===== config.mk =====
export PLATFORM = sky130hd
export DESIGN_NAME = wsa_datapath
export DESIGN_NICKNAME = d
export VERILOG_FILES = /design/src/rtl/core/wsa_pkg.sv /design/src/rtl/core/wsa_divider.sv /design/src/rtl/core/wsa_datapath.sv
export SDC_FILE = /design/constraint.sdc
export NUM_CORES = 2
export LEC_CHECK = 0
export BUFFER_PORTS_ARGS = -buffer_cell sky130_fd_sc_hd__buf_2
export CAP_MARGIN = 0
export CORE_ASPECT_RATIO = 1.2
export CORE_MARGIN = 2
export CORE_UTILIZATION = 50
export DETAILED_ROUTE_END_ITERATION = 10
export PLACE_DENSITY = 0.68
export SYNTH_ARGS = -nofsm -noshare
export SYNTH_HDL_FRONTEND = slang
export SYNTH_SLANG_ARGS = --single-unit

===== constraint.sdc =====
create_clock -name clk -period 6.9 [get_ports clk]
set_input_delay 1.38 -clock clk [delete_from_list [all_inputs] [get_ports clk]]
set_output_delay 1.38 -clock clk [all_outputs]
set_load 0.01 [all_outputs]

===== src/rtl/core/wsa_pkg.sv =====
// Shared types and constants for the windowed sample averager.
// Used by the channel interfaces, the controller, the datapath and the divider.
package wsa_pkg;

	localparam int SAMPLE_W  = 16;
	localparam int TIME_W    = 32;
	localparam int SUM_W     = 24;
	localparam int LEN_W     = 8;
	localparam int DIV_CNT_W = $clog2(SUM_W + 1);

	// controller states, one-hot
	typedef enum logic [4:0] {
		S_IDLE    = 5'b00001,
		S_UPDATE  = 5'b00010,
		S_START   = 5'b00100,
		S_DIVIDE  = 5'b01000,
		S_PUBLISH = 5'b10000
	} wsa_state_t;

	// controller to datapath
	typedef struct packed {
		logic capture;
		logic update;
		logic div_start;
		logic publish;
	} wsa_cmd_t;

	// datapath to controller
	typedef struct packed {
		logic enabled;
		logic wrap;
		logic div_done;
		logic out_free;
	} wsa_status_t;

endpackage


===== src/rtl/core/wsa_divider.sv =====
// Restoring divider, one quotient bit per cycle.
// Depends on wsa_pkg.
module wsa_divider import wsa_pkg::*; #(
	parameter int CNT_W = 9
) (
	input  logic                clk,
	input  logic                arst_n,
	input  logic                start,
	input  logic [SUM_W-1:0]    dividend,
	input  logic [CNT_W-1:0]    divisor,
	output logic [SAMPLE_W-1:0] quotient,
	output logic                done
);

	logic                 busy_q;
	logic                 done_q;
	logic [DIV_CNT_W-1:0] cnt_q;
	logic [CNT_W-1:0]     div_q;
	logic [CNT_W-1:0]     rem_q;
	logic [SUM_W-1:0]     quo_q;

	logic [CNT_W:0]   trial;
	logic             fits;
	logic [CNT_W-1:0] rem_next;

	// shift the next dividend bit into the partial remainder
	assign trial    = {rem_q, quo_q[SUM_W-1]};
	assign fits     = trial >= {1'b0, div_q};
	assign rem_next = fits ? CNT_W'(trial - {1'b0, div_q}) : trial[CNT_W-1:0];

	always_ff @(posedge clk or negedge arst_n) begin
		if (!arst_n) begin
			busy_q <= 1'b0;
			done_q <= 1'b0;
			cnt_q  <= '0;
		end else begin
			done_q <= 1'b0;
			if (start) begin
				busy_q <= 1'b1;
				cnt_q  <= DIV_CNT_W'(SUM_W);
			end else if (busy_q) begin
				cnt_q <= cnt_q - DIV_CNT_W'(1);
				if (cnt_q == DIV_CNT_W'(1)) begin
					busy_q <= 1'b0;
					done_q <= 1'b1;
				end
			end
		end
	end

	always_ff @(posedge clk) begin
		if (start) begin
			div_q <= divisor;
			rem_q <= '0;
			quo_q <= dividend;
		end else if (busy_q) begin
			rem_q <= rem_next;
			quo_q <= {quo_q[SUM_W-2:0], fits};
		end
	end

	// sum never exceeds 255 full-scale samples, so the quotient fits a sample
	assign quotient = quo_q[SAMPLE_W-1:0];
	assign done     = done_q;

endmodule


===== src/rtl/core/wsa_datapath.sv =====
// Datapath: sample ring memory, running sum, ring position, latched average
// and result register. Depends on wsa_pkg and instantiates wsa_divider.
module wsa_datapath import wsa_pkg::*; #(
	parameter int MAX_WINDOW = 256
) (
	input  logic                clk,
	input  logic                arst_n,
	input  logic                cfg_we,
	input  logic [LEN_W-1:0]    cfg_wdata,
	input  wsa_cmd_t            cmd,
	output wsa_status_t         status,
	input  logic [SAMPLE_W-1:0] sample,
	input  logic [TIME_W-1:0]   sample_time,
	input  logic                res_ready,
	output logic                res_valid,
	output logic                res_average_ready,
	output logic [SAMPLE_W-1:0] res_average_value,
	output logic [TIME_W-1:0]   res_average_time
);

	localparam int IDX_W = $clog2(MAX_WINDOW);
	localparam int CNT_W = $clog2(MAX_WINDOW + 1);

	logic [SAMPLE_W-1:0] ring_q [MAX_WINDOW];
	logic [SAMPLE_W-1:0] rd_data_q;

	logic [LEN_W-1:0]    wl_q;
	logic [IDX_W-1:0]    pos_q;
	logic                wrapped_q;
	logic [SUM_W-1:0]    sum_q;
	logic [SAMPLE_W-1:0] avg_q;
	logic [TIME_W-1:0]   time_lat_q;
	logic [SAMPLE_W-1:0] sample_q;
	logic [TIME_W-1:0]   time_q;
	logic                flag_q;

	logic                res_valid_q;
	logic                res_flag_q;
	logic [SAMPLE_W-1:0] res_avg_q;
	logic [TIME_W-1:0]   res_time_q;

	logic [CNT_W-1:0]    len_eff;
	logic [CNT_W-1:0]    pos_next;
	logic                wrap;
	logic [SAMPLE_W-1:0] old_sample;
	logic [SAMPLE_W-1:0] quotient;
	logic                div_done;

	// window longer than the ring is clamped to the ring size
	assign len_eff = ({1'b0, wl_q} > (LEN_W+1)'(MAX_WINDOW)) ?
		CNT_W'(MAX_WINDOW) : CNT_W'(wl_q);

	assign pos_next = CNT_W'(pos_q) + CNT_W'(1);
	assign wrap     = pos_next == len_eff;

	// until the first wrap since clearing, the slot being replaced was never written
	assign old_sample = wrapped_q ? rd_data_q : '0;

	always_ff @(posedge clk) begin
		if (cmd.capture) begin
			rd_data_q <= ring_q[pos_q];
			sample_q  <= sample;
			time_q    <= sample_time;
		end
		if (cmd.update) begin
			ring_q[pos_q] <= sample_q;
		end
	end

	always_ff @(posedge clk or negedge arst_n) begin
		if (!arst_n) begin
			wl_q       <= '0;
			pos_q      <= '0;
			wrapped_q  <= 1'b0;
			sum_q      <= '0;
			avg_q      <= '0;
			time_lat_q <= '0;
			flag_q     <= 1'b0;
		end else begin
			priority if (cfg_we) begin
				wl_q      <= cfg_wdata;
				pos_q     <= '0;
				wrapped_q <= 1'b0;
				sum_q     <= '0;
				avg_q     <= '0;
			end else if (cmd.capture) begin
				flag_q <= 1'b0;
			end else if (cmd.update) begin
				sum_q  <= sum_q - SUM_W'(old_sample) + SUM_W'(sample_q);
				flag_q <= wrap;
				if (wrap) begin
					pos_q      <= '0;
					wrapped_q  <= 1'b1;
					time_lat_q <= time_q;
				end else begin
					pos_q <= pos_next[IDX_W-1:0];
				end
			end else if (div_done) begin
				avg_q <= quotient;
			end else begin
				avg_q <= avg_q;
			end
		end
	end

	wsa_divider #(
		.CNT_W(CNT_W)
	) u_divider (
		.clk      (clk),
		.arst_n   (arst_n),
		.start    (cmd.div_start),
		.dividend (sum_q),
		.divisor  (len_eff),
		.quotient (quotient),
		.done     (div_done)
	);

	// result register frees the input side while a beat waits downstream
	always_ff @(posedge clk or negedge arst_n) begin
		if (!arst_n) begin
			res_valid_q <= 1'b0;
		end else if (cmd.publish) begin
			res_valid_q <= 1'b1;
		end else if (res_ready) begin
			res_valid_q <= 1'b0;
		end
	end

	always_ff @(posedge clk) begin
		if (cmd.publish) begin
			res_flag_q <= flag_q;
			res_avg_q  <= avg_q;
			res_time_q <= time_lat_q;
		end
	end

	assign status.enabled  = wl_q != '0;
	assign status.wrap     = wrap;
	assign status.div_done = div_done;
	assign status.out_free = !res_valid_q || res_ready;

	assign res_valid         = res_valid_q;
	assign res_average_ready = res_flag_q;
	assign res_average_value = res_avg_q;
	assign res_average_time  = res_time_q;

endmodule


==> impl_metrics.ini <==
[setup_path]
worst-path-max-fanout = 28
worstRegToRegCells = 8
worstPathRequired_ns = 5.52
worst_path_dominant_cell_family = simple AND/OR/NAND/NOR gates
crit_arrival_ns = 4.44
worstPathBufferInverterCount = 2
cp-start-kind = flip-flop
timing.critical_path.slowest_stage_cell = dfrtp_4
worst-setup-path-type = reg -> out
r2r_slack_ns = 1.13
source_of_the_worst_register_to_register_timing_path = pos_q[0]$_DFFE_PN0P_
crit_chain = ha_1 -> and3_1 -> a21oi_1 -> nor4b_1 -> nand4_1 -> inv_1 -> buf_2
critical_path.max_stage_delay_ns = 1.13
worst_setup_path_end_kind = output port
rr_endpoint = rd_data_q[2]$_DFFE_PP_

[logic_synthesis]
synth-async-reset-ratio_pct = 2.25
syn_area_mm2 = 0.168
ys_seq_area_share_pct = 77.5
synth_top_cell_by_area = edfxtp_1
synth_top_area_share_pct = 75.9
synth_most_common_cell = edfxtp_1
synth-edff-count = 4241
yosys-top-cells-area = edfxtp_1 76%, mux4_2 17%, dfrtp_1 1.5%
synth_top_flop_cell = edfxtp_1
synth_top_cells_by_count = 4241 x edfxtp_1, 1276 x mux4_2, 293 x nor2_1, 195 x clkbuf_1, 102 x nand2_1
synthesis.area_per_instance_um2 = 23.4
ys_seq_elements = 4348
syn-instance-count = 7176
synth_nets = 7295
yosysUniqueCellTypes = 63
yosys_warnings = 0

[routing]
post-route-drc-count = 0
vias_per_cell = 6.31
wl_um = 416000
ant_nets = 0
wl_per_cell_um = 33.2
drt-pass1-iter-count = 6
first_iter_violations = 11000
vias = 79100

[min_path]
timing.hold.worst.class = reg -> reg
min-delay-start = time_lat_q[19]$_DFFE_PN0P_
timing.hold.worst_endpoint = res_average_time[19]$_DFFE_PP_
whs_path_depth = 0

[place]
place_ws_ns = 1.28
detailedPlacementHpwl_um = 237000
io_buffers = 117
globalplace.congestion = 0.849

[floorplan]
core_area_mm2 = 0.335
dieWidth_um = 533
total_die_area_mm2 = 0.340
fp.dieH_um = 639
io-pin-count = 118
rows = 233
floorplan.initialDensity_pct = 50.1

[timing]
relSlewSlack_pct = -4.44
fin_ws_ns = 1.08
setup_viol = 0
final_max_slew_viol_count = 1
grt_setup_unrepaired = false
finalClockSkew_ns = 0.0529
timing_worst_slew_pin_value_ns = 1.57
max_clock_freq_mhz = 172
final_hold_viol_count = 0
finalCriticalPeriod_ns = 5.82
final.setup.tns_ns = 0
fin_hold_ws_ns = 0.444
tcrit_tclk_final_pct = 84.4

[clock_tree]
longest_clk_path_bufs = 4
worstSkewPairLatency_ns = 0.93
post_cts.repair.setup_buffers = 0
clkSinkCount = 4348
tritoncts.num_buffers = 399
h_tree_levels = 5
ctsResizeCount = 0
cts_tree = yes
path_clk_slew_ns = 0.07
clock_tree.root_cell = clkbuf_16
post_cts_hold_buffer_count = 0

[global_route]
antenna_found_initial = 28
via_count_of_the_first_global_routing_pass = 79900
grt_use_total_pct = 24.3
grt_first_pass_wirelength_um = 590000
grt-ovfl-total = 0
grt_start_max_net_pins = 257

[power]
irDropWorstVdd_v = 0.000200
power_density_mw_per_mm2 = 289
power_leakage_nw = 58.0

[outcome]
violations = slew limit
outcome = finished, violations left

[cells_and_area]
area_growth_pct = 12.5
drive_above_1_share_pct = 31.8
layout.nets = 7811

[run]
drv_cap = 0
==> cell usage in the layout, fill, tap and decap left out, types with 16 or more instances in the layout <==
cell       count
mux4_2      1276
nor2b_1       17
clkbuf_16    406
mux2_2        64
ha_1          38
edfxtp_1    4241
a22o_1        22
and2_1        21
nor2_1       211
nand2b_1      16
clkbuf_1      75
clkinv_1      77
bufinv_16     40
clkinv_2      89
xnor2_1       21
fa_1          17
nand3_1       55
buf_2        115
mux2i_1       30
dfrtp_1       92
buf_12        37
a21oi_1       73
a22oi_1       48
o21ai_0       28
nand2_1      102
nor2_2        80
nand4_1       21
diode_2       41
buf_4        362
inv_1         92
==> sequential cells by signal, indices dropped and copies added (netlist names) <==
name and flops:
res_average_value 16, u_divider.busy_q 1, rd_data_q 16, time_q 32
sample_q 16, res_average_ready 1, avg_q 16, ring_q 4096
flag_q 1, u_divider.div_q 8, wl_q 8, pos_q 8
wrapped_q 1, u_divider.cnt_q 5, res_valid 1, sum_q 24
u_divider.rem_q 9, time_lat_q 32, res_average_time 32, u_divider.quo_q 24
u_divider.done 1
==> final cells by class <==
cell class | instances | area, µm²
Antenna cell | 41 | 103
Sequential cell | 4348 | 130000
Clock buffer | 489 | 10600
Fill cell | 24000 | 146000
Multi-Input combinational cell | 2337 | 35800
Clock inverter | 243 | 2260
Tap cell | 4465 | 5590
Inverter | 92 | 345
Timing Repair Buffer | 514 | 4030
==> worst max-delay path by stage <==
stage | from | to | slack [ns] | depth (start not counted)
floorplan | sample_q[1]$_DFFE_PP_ | sum_q[23]$_DFFE_PN0P_ | 0.45 | 12
global placement | pos_q[0]$_DFFE_PN0P_ | rd_data_q[14]$_DFFE_PP_ | 1.25 | 8
detailed placement | pos_q[0]$_DFFE_PN0P_ | rd_data_q[14]$_DFFE_PP_ | 1.28 | 8
CTS | pos_q[0]$_DFFE_PN0P_ | status[2] | 1.17 | 7
global route | pos_q[0]$_DFFE_PN0P_ | status[2] | 0.93 | 7
finish | pos_q[0]$_DFFE_PN0P_ | status[2] | 1.08 | 7
==> through the flow <==
step	total power [W]	utilization (%)	instances	instance area, µm²
6_report	0.0545	56.4	12500	189000
5_1_grt	0.0559	56.4	12500	189000
4_1_cts	0.0547	56.3	12500	189000
3_5_place_dp	0.0331	52.5	11800	176000
3_3_place_gp	0.0330	52.5	11800	176000
2_1_floorplan	0.0323	-	7176	168000
==> power breakdown <==
group	internal [W]	total, W	switching, W
combinational	0.00123	0.00307	0.00184
sequential	0.0294	0.0295	0.000149
clock	0.0124	0.0219	0.00952
total	0.0430	0.0545	0.0115
==> kinds of logic after synthesis <==
family                   count (synthesis)  synth area share, %
flip-flops                            4348                 77.5
buffers and inverters                  491                 1.38
multiplexers                          1370                 17.7
XOR/XNOR                                35                0.192
AO/OA/AOI/OAI                          277                 1.12
adder cells (fa/ha/maj)                 55                0.486
AND/OR/NAND/NOR                        600                 1.60
==> layer usage <==
metal  vias up  track usage (%)  share of wire (%)
met1     42500             32.2                 37
met5         -           0.0141              0.016
met2      4320             40.1                 50
met3       697             4.71                9.1
met4        10             9.14                3.7
li1      31500                -                  -
Power figures use the tool's default switching activity.
