--- src/rtl/core/wsa_pkg.sv ---
// Shared types and constants for the windowed sample averager.
// Used by the channel interfaces, the controller, the datapath and the divider.
package wsa_pkg;

	localparam int SAMPLE_W  = 16;
	localparam int TIME_W    = 32;
	localparam int SUM_W     = 24;
	localparam int LEN_W     = 8;
	localparam int DIV_CNT_W = $clog2(SUM_W + 1);

	// controller states, one-hot
	typedef enum logic [4:0] {
		S_IDLE    = 5'b00001,
		S_UPDATE  = 5'b00010,
		S_START   = 5'b00100,
		S_DIVIDE  = 5'b01000,
		S_PUBLISH = 5'b10000
	} wsa_state_t;

	// controller to datapath
	typedef struct packed {
		logic capture;
		logic update;
		logic div_start;
		logic publish;
	} wsa_cmd_t;

	// datapath to controller
	typedef struct packed {
		logic enabled;
		logic wrap;
		logic div_done;
		logic out_free;
	} wsa_status_t;

endpackage

--- src/rtl/core/wsa_ctrl.sv ---
// Controller state machine: sequences capture, ring update, divide and publish.
// Depends on wsa_pkg; drives the datapath through wsa_cmd_t.
module wsa_ctrl import wsa_pkg::*; (
	input  logic        clk,
	input  logic        arst_n,
	input  logic        in_valid,
	output logic        in_ready,
	input  wsa_status_t status,
	output wsa_cmd_t    cmd
);

	wsa_state_t state_q;
	wsa_state_t state_next;

	assign in_ready = state_q == S_IDLE;

	always_comb begin
		state_next = state_q;
		cmd        = '0;
		unique case (state_q)
			S_IDLE: begin
				if (in_valid) begin
					cmd.capture = 1'b1;
					// disabled window: skip the ring update and go straight to publish
					state_next  = status.enabled ? S_UPDATE : S_PUBLISH;
				end
			end
			S_UPDATE: begin
				cmd.update = 1'b1;
				state_next = status.wrap ? S_START : S_PUBLISH;
			end
			S_START: begin
				cmd.div_start = 1'b1;
				state_next    = S_DIVIDE;
			end
			S_DIVIDE: begin
				if (status.div_done) begin
					state_next = S_PUBLISH;
				end
			end
			S_PUBLISH: begin
				if (status.out_free) begin
					cmd.publish = 1'b1;
					state_next  = S_IDLE;
				end
			end
			default: begin
				state_next = S_IDLE;
			end
		endcase
	end

	always_ff @(posedge clk or negedge arst_n) begin
		if (!arst_n) begin
			state_q <= S_IDLE;
		end else begin
			state_q <= state_next;
		end
	end

endmodule

--- config.mk ---
export PLATFORM = sky130hd
export DESIGN_NAME = wsa_ctrl
export DESIGN_NICKNAME = d
export VERILOG_FILES = /design/src/rtl/core/wsa_pkg.sv /design/src/rtl/core/wsa_ctrl.sv
export SDC_FILE = /design/constraint.sdc
export NUM_CORES = 1
export LEC_CHECK = 0
export BUFFER_PORTS_ARGS = -buffer_cell sky130_fd_sc_hd__buf_2
export CORE_AREA = 4 4 41 43
export DETAILED_ROUTE_END_ITERATION = 12
export DIE_AREA = 0 0 45 47
export PLACE_DENSITY = 0.49
export SLEW_MARGIN = 20
export SYNTH_ARGS = -nofsm -noshare
export SYNTH_HDL_FRONTEND = slang
export SYNTH_SLANG_ARGS = --single-unit
--- constraint.sdc ---
create_clock -name clk -period 2.8 [get_ports clk]
set_input_delay 0.14 -clock clk [delete_from_list [all_inputs] [get_ports clk]]
set_output_delay 0.14 -clock clk [all_outputs]
set_load 0.1 [all_outputs]
==> impl_metrics.env, run 1 <==
export IMPL_layout_common_cells="buf_2 (11), nor2_1 (4), dfrtp_1 (4)"
export IMPL_end_kind="output pin"
export IMPL_grt_max_degree=8
export IMPL_period_needed_ns=1.797
export IMPL_critPathBufInv=2
export IMPL_antenna_found_initial=0
export IMPL_clk_path_buf_depth=2
export IMPL_yosysTopAreaCell="dfrtp_1"
export IMPL_grt_use_total=0.09040
export IMPL_portBuffers=11
export IMPL_core_rowCount=13
export IMPL_via_count=307
export IMPL_cp_start_kind="register"
export IMPL_worstPathRequired_ns=2.66
export IMPL_wl_per_cell_um=11.40
export IMPL_diodes=0
export IMPL_drc=0
export IMPL_grt_overflow=0
export IMPL_irDropWorstVdd_v=0.001041
export IMPL_path_depth=4
export IMPL_synthToLayoutAreaGrowth_pct=32.93
export IMPL_slew_viol_final=0
export IMPL_crit_fanout=7
export IMPL_cts_sinks=5
export IMPL_synth_cells=35
export IMPL_synthTopCellsByArea="dfrtp_1 (32%), dfstp_2 (8.4%), nand4b_1 (5.6%)"
export IMPL_crit_start="state_q[3]"
export IMPL_synth_fp_nets=42
export IMPL_syn_area_um2=311.5
export IMPL_yosysUniqueCellTypes=21
export IMPL_die_w_um=45
export IMPL_ant_nets=0
export IMPL_regMostFlops="state_q"
export IMPL_h_tree_depth=1
export IMPL_rsz0062_at_grt="false"
export IMPL_r2r_start="state_q[3]"
export IMPL_crit_arrival_ns=1.66
export IMPL_drv_cap=0
export IMPL_hp_class="in2reg"
export IMPL_seq_area_frac_synth=0.4056
export IMPL_timing_final_crit_share=0.6417
export IMPL_hold_viol=0
export IMPL_die_area_um2=2115
export IMPL_postSynthAreaPerCell_um2=8.901
export IMPL_first_pass_iters=4
export IMPL_power_density_nw_per_um2=1150
export IMPL_min_path_cells=2
export IMPL_largest_reg_flops=5
export IMPL_routed_wl_um=741
export IMPL_grt_first_pass_wirelength_mm=1.221
export IMPL_endpoint="in_ready"
export IMPL_worst_r2r_setup_slack_ns=1.48
export IMPL_ys_warn_count=0
export IMPL_status="finished, final reports clean"
export IMPL_cts_buffers=3
export IMPL_boundaryPins=12
export IMPL_clk_pin_slew_ns=0.04
export IMPL_rr_worst_depth=4
export IMPL_cts_resized=0
export IMPL_die_h_um=47
export IMPL_root_buffer="clkbuf_4"
export IMPL_gp_congestion=0.7992
export IMPL_coreArea_um2=1301
export IMPL_fin_tns_setup_ns=0
export IMPL_power_total_w=0.0004761
export IMPL_power_leakage_nw=0.2181
export IMPL_max_slew_margin=0.6767
export IMPL_first_global_vias=307
export IMPL_clock_latency_ns=0.24
export IMPL_post_dp_hpwl_um=558.7
export IMPL_fin_skew_ns=0.0007930
export IMPL_reg2reg_to="state_q[4]"
export IMPL_start_util=0.2394
export IMPL_cts_tree="built"
export IMPL_vias_per_cell=4.723
export IMPL_utilization=0.3183
export IMPL_crit_type="reg2out"
export IMPL_cp_cell_sequence="nor3_1, nand2_1, inv_1, buf_2"
export IMPL_slowest_delay_ns=0.45
export IMPL_finalSetupViolations=0
export IMPL_mostFrequentLayoutCell="buf_2"
export IMPL_instances_no_fill=65
export IMPL_reg_top3="state_q: 5 flops"
export IMPL_dp_cells=60
export IMPL_nets=58
export IMPL_synth_seq_cells=5
export IMPL_critPathSlowestCell="dfrtp_1"
export IMPL_cp_top_family="buffers and inverters"
export IMPL_fmax_mhz=556.6
export IMPL_drt_initial_drc_count=7
export IMPL_max_slew_worst_pin_slew_ns=0.4884
export IMPL_synth_top_area_frac=0.3213
export IMPL_drive_gt1_frac=0.3200
## layer usage
metal | routed length (µm) | track usage
met5 | 0 | 0
met2 | 351 | 0.1186
met4 | 36 | 0.1345
met1 | 314 | 0.09195
met3 | 38 | 0.03448
## repair_timing
item | 4_1_cts | 5_1_grt
buffers inserted | 0 | 0
endpoints found under the hold margin | 5 | 0
hold buffers | 1 | 0
endpoints found under the setup margin | 0 | 0
## synth_stat cells
cell / number
xor2_1: 1
o21ai_0: 2
or4_1: 1
nor3_1: 1
and2_1: 2
nor2_1: 4
o22ai_1: 1
nand2b_1: 1
nand4b_1: 2
and4bb_2: 1
nand2_1: 3
nor2b_1: 2
o21a_1: 1
and4_1: 1
buf_4: 1
mux2i_1: 1
and3_1: 2
a21oi_1: 2
inv_1: 1
dfrtp_1: 4
dfstp_2: 1
## logic make-up (layout without fill, tap and decap cells)
| logic type | count (synthesis) | after routing | share of synthesized area |
|---|---|---|---|
| buffers and inverters | 2 | 17 | 0.03614 |
| xor gates and xnor gates | 1 | 1 | 0.02812 |
| and+or+nand+nor | 20 | 20 | 0.3895 |
| AOI/OAI and AO/OA | 6 | 6 | 0.1085 |
| muxes | 1 | 1 | 0.03213 |
| DFF | 5 | 5 | 0.4057 |
## stage by stage
stage	hold WS (ns)	setup WS, ns	area (µm²)
finish	0.09056	1.003	414.1
global route	0.08062	0.8521	414.1
CTS	0.08083	1.005	414.1
detailed placement	-0.04283	1.269	377.9
global placement	-0.04381	1.234	377.9
floorplan	-0.1556	0.9650	311.5
## cell type report
cell class,instances,area [µm²]
multi-input cells,28,173.9
clock buffers,4,26.28
inverters,1,3.754
fillers,148,887.1
repair buffers,12,65.06
well taps,15,18.77
flip-flops and latches,5,126.4
## power by group
| part | switching (W) | internal (W) |
|---|---|---|
| logic | 0.000213 | 0.0000598 |
| clock network | 0.0000311 | 0.0000540 |
| registers | 0.0000220 | 0.0000960 |
## how the worst min path moves through the flow
stage,to,slack [ns],startpoint
floorplan,state_q[1],-0.16,arst_n
global placement,state_q[3],-0.04,arst_n
detailed placement,state_q[3],-0.04,arst_n
CTS,state_q[0],0.08,in_valid
global route,state_q[0],0.08,in_valid
finish,state_q[0],0.09,in_valid
No activity file was read; power rests on OpenSTA's default activity.
==> run 2, diff against run 1 <==
--- a/config.mk
+++ b/config.mk
@@ -9,7 +9,7 @@
 export CORE_AREA = 4 4 41 43
 export DETAILED_ROUTE_END_ITERATION = 12
 export DIE_AREA = 0 0 45 47
-export PLACE_DENSITY = 0.49
+export PLACE_DENSITY = 0.51
 export SLEW_MARGIN = 20
 export SYNTH_ARGS = -nofsm -noshare
 export SYNTH_HDL_FRONTEND = slang
==> constraint.sdc (replaced) <==
create_clock -name clk -period 1.45 [get_ports clk]
set_input_delay 0.0725 -clock clk [delete_from_list [all_inputs] [get_ports clk]]
set_output_delay 0.0725 -clock clk [all_outputs]
set_load 0.1 [all_outputs]
==> run 2 against run 1 <==
Net effect:
- the flow now finishes with violations (negative setup slack)
- register-to-register slack lost 1.3 ns
- worst setup slack worse by 1.0 ns
- clock-buffer cell count did not move
- sequential share of layout area is 6.3 points lower
- clock skew increased by 0.0045 ns
- hold slack worse by 0.065 ns
- die area unchanged
- routed wire length is 3.6% higher
- critical path type unchanged
- largest cell class unchanged
==> impl_metrics.env, run 2 (same netlist as run 1, synthesis figures left out) <==
export IMPL_crit_arrival_ns=1.38
export IMPL_cp_start_kind="register"
export IMPL_drc=0
export IMPL_h_tree_depth=1
export IMPL_rsz0062_at_grt="true"
export IMPL_ant_nets=0
export IMPL_nets=58
export IMPL_gp_congestion=0.7628
export IMPL_final_area_um2=531.8
export IMPL_coreArea_um2=1301
export IMPL_cts_tree="built"
export IMPL_grt_overflow=0
export IMPL_setup_ws_ns=-0.006228
export IMPL_wl_per_cell_um=11.82
export IMPL_irDropWorstVdd_v=0.001813
export IMPL_worstPathRequired_ns=1.38
export IMPL_boundaryPins=12
export IMPL_critPathSlowestCell="dfstp_2"
export IMPL_die_w_um=45
export IMPL_fmax_mhz=686.7
export IMPL_reg_top3="state_q: 5 flops"
export IMPL_die_area_um2=2115
export IMPL_mostFrequentLayoutCell="buf_2"
export IMPL_post_dp_cell_area_um2=460.4
export IMPL_crit_fanout=4
export IMPL_regMostFlops="state_q"
export IMPL_timing_final_crit_share=1.004
export IMPL_cts_buffers=3
export IMPL_largest_reg_flops=5
export IMPL_drive_gt1_frac=0.5200
export IMPL_grt_first_pass_wirelength_mm=1.359
export IMPL_diodes=0
export IMPL_grt_max_degree=8
export IMPL_portBuffers=11
export IMPL_status="finished, violations left"
export IMPL_hp_class="in2reg"
export IMPL_root_buffer="clkbuf_4"
export IMPL_fillers=141
export IMPL_post_dp_hpwl_um=566.9
export IMPL_power_density_nw_per_um2=2179
export IMPL_whs_ns=0.02568
export IMPL_slew_viol_final=0
export IMPL_via_count=310
export IMPL_vias_per_cell=4.769
export IMPL_die_h_um=47
export IMPL_violations="negative setup slack"
export IMPL_drt_initial_drc_count=4
export IMPL_end_kind="output pin"
export IMPL_finalSetupViolations=1
export IMPL_power_leakage_nw=0.2380
export IMPL_start_util=0.2394
export IMPL_cp_cell_sequence="nor2b_4, and3_4, buf_12"
export IMPL_period_needed_ns=1.456
export IMPL_fin_skew_ns=0.005332
export IMPL_crit_type="reg2out"
export IMPL_grt_use_total=0.08903
export IMPL_slowest_delay_ns=0.57
export IMPL_layout_common_cells="buf_2 (6), buf_12 (5), nor2_1 (3), clkbuf_4 (3)"
export IMPL_clk_path_buf_depth=2
export IMPL_cts_setup_buffers=0
export IMPL_max_slew_margin=0.8305
export IMPL_first_pass_iters=4
export IMPL_clock_latency_ns=0.24
export IMPL_antenna_found_initial=0
export IMPL_first_global_vias=333
export IMPL_synthToLayoutAreaGrowth_pct=70.68
export IMPL_utilization=0.4087
export IMPL_clk_pin_slew_ns=0.04
export IMPL_routed_wl_um=768
export IMPL_cts_sinks=5
export IMPL_hold_viol=0
export IMPL_max_slew_worst_pin_slew_ns=0.2542
export IMPL_core_rowCount=13
export IMPL_drv_cap=0
[run 2: cell count changes in the layout (fill, tap and decap cells not counted), sizes merged]
cell	previous run	this run
clkinvlp	0	1
inv	1	0
[run 2: report_power, final]
group | total, W | internal [W] | switching [W]
Combinational | 0.000749 | 0.000290 | 0.000459
Sequential | 0.000252 | 0.000187 | 0.0000644
Clock | 0.000158 | 0.000104 | 0.0000545
[run 2: what timing repair did]
action | 4_1_cts | 5_1_grt
endpoints found under the setup margin | 5 | 5
hold buffers | 1 | 0
hold endpoints to repair | 5 | 0
resized for setup | 6 | 4
pin swaps | 1 | 1
[run 2: layer usage]
| metal | up-vias | GRT usage | part of all wire |
|---|---|---|---|
| met5 | - | 0 | 0 |
| met1 | 143 | 0.09954 | 0.43 |
| li1 | 154 | - | - |
| met2 | 13 | 0.1412 | 0.50 |
| met3 | 0 | 0.04215 | 0.066 |
| met4 | 0 | 0.04678 | 0 |
[run 2: worst max-delay path, delay by kind of cell (launching register included)]
family                 cells  cell delay, ns
DFF                        1            0.57
buffers and inverters      1            0.17
and+or+nand+nor            2            0.40
[run 2: area by class of cell]
class,instances,area [µm²],share of cell area
clock buffers,4,26.28,0.04941
flip-flops and latches,5,128.9,0.2424
multi-input cells,28,210.2,0.3953
inverters,1,7.507,0.01412
repair buffers,12,140.1,0.2635
well taps,15,18.77,0.03529
[run 2: final timing paths]
path	start	endpoint	slack, ns	cells after the start
worst min register to register	state_q[4]	state_q[0]	0.69	2
worst max-delay path	state_q[0]	cmd[3]	-0.006	3
min in group asynchronous	arst_n	state_q[4]	0.17	2
max in group asynchronous	arst_n	state_q[0]	1.08	2
worst max register to register	state_q[0]	state_q[4]	0.18	4
worst min-delay path	in_valid	state_q[0]	0.03	2
[run 2: per-stage QoR]
stage | total power (W) | cells | setup TNS, ns | setup WS (ns)
floorplan | 0.0006863 | 35 | -0.05593 | -0.05593
global placement | 0.0009179 | 60 | 0 | 0.1312
detailed placement | 0.0009161 | 60 | 0 | 0.1120
CTS | 0.001139 | 65 | 0 | 0.001322
global route | 0.001227 | 65 | -0.1767 | -0.05405
finish | 0.001159 | 65 | -0.006228 | -0.006228
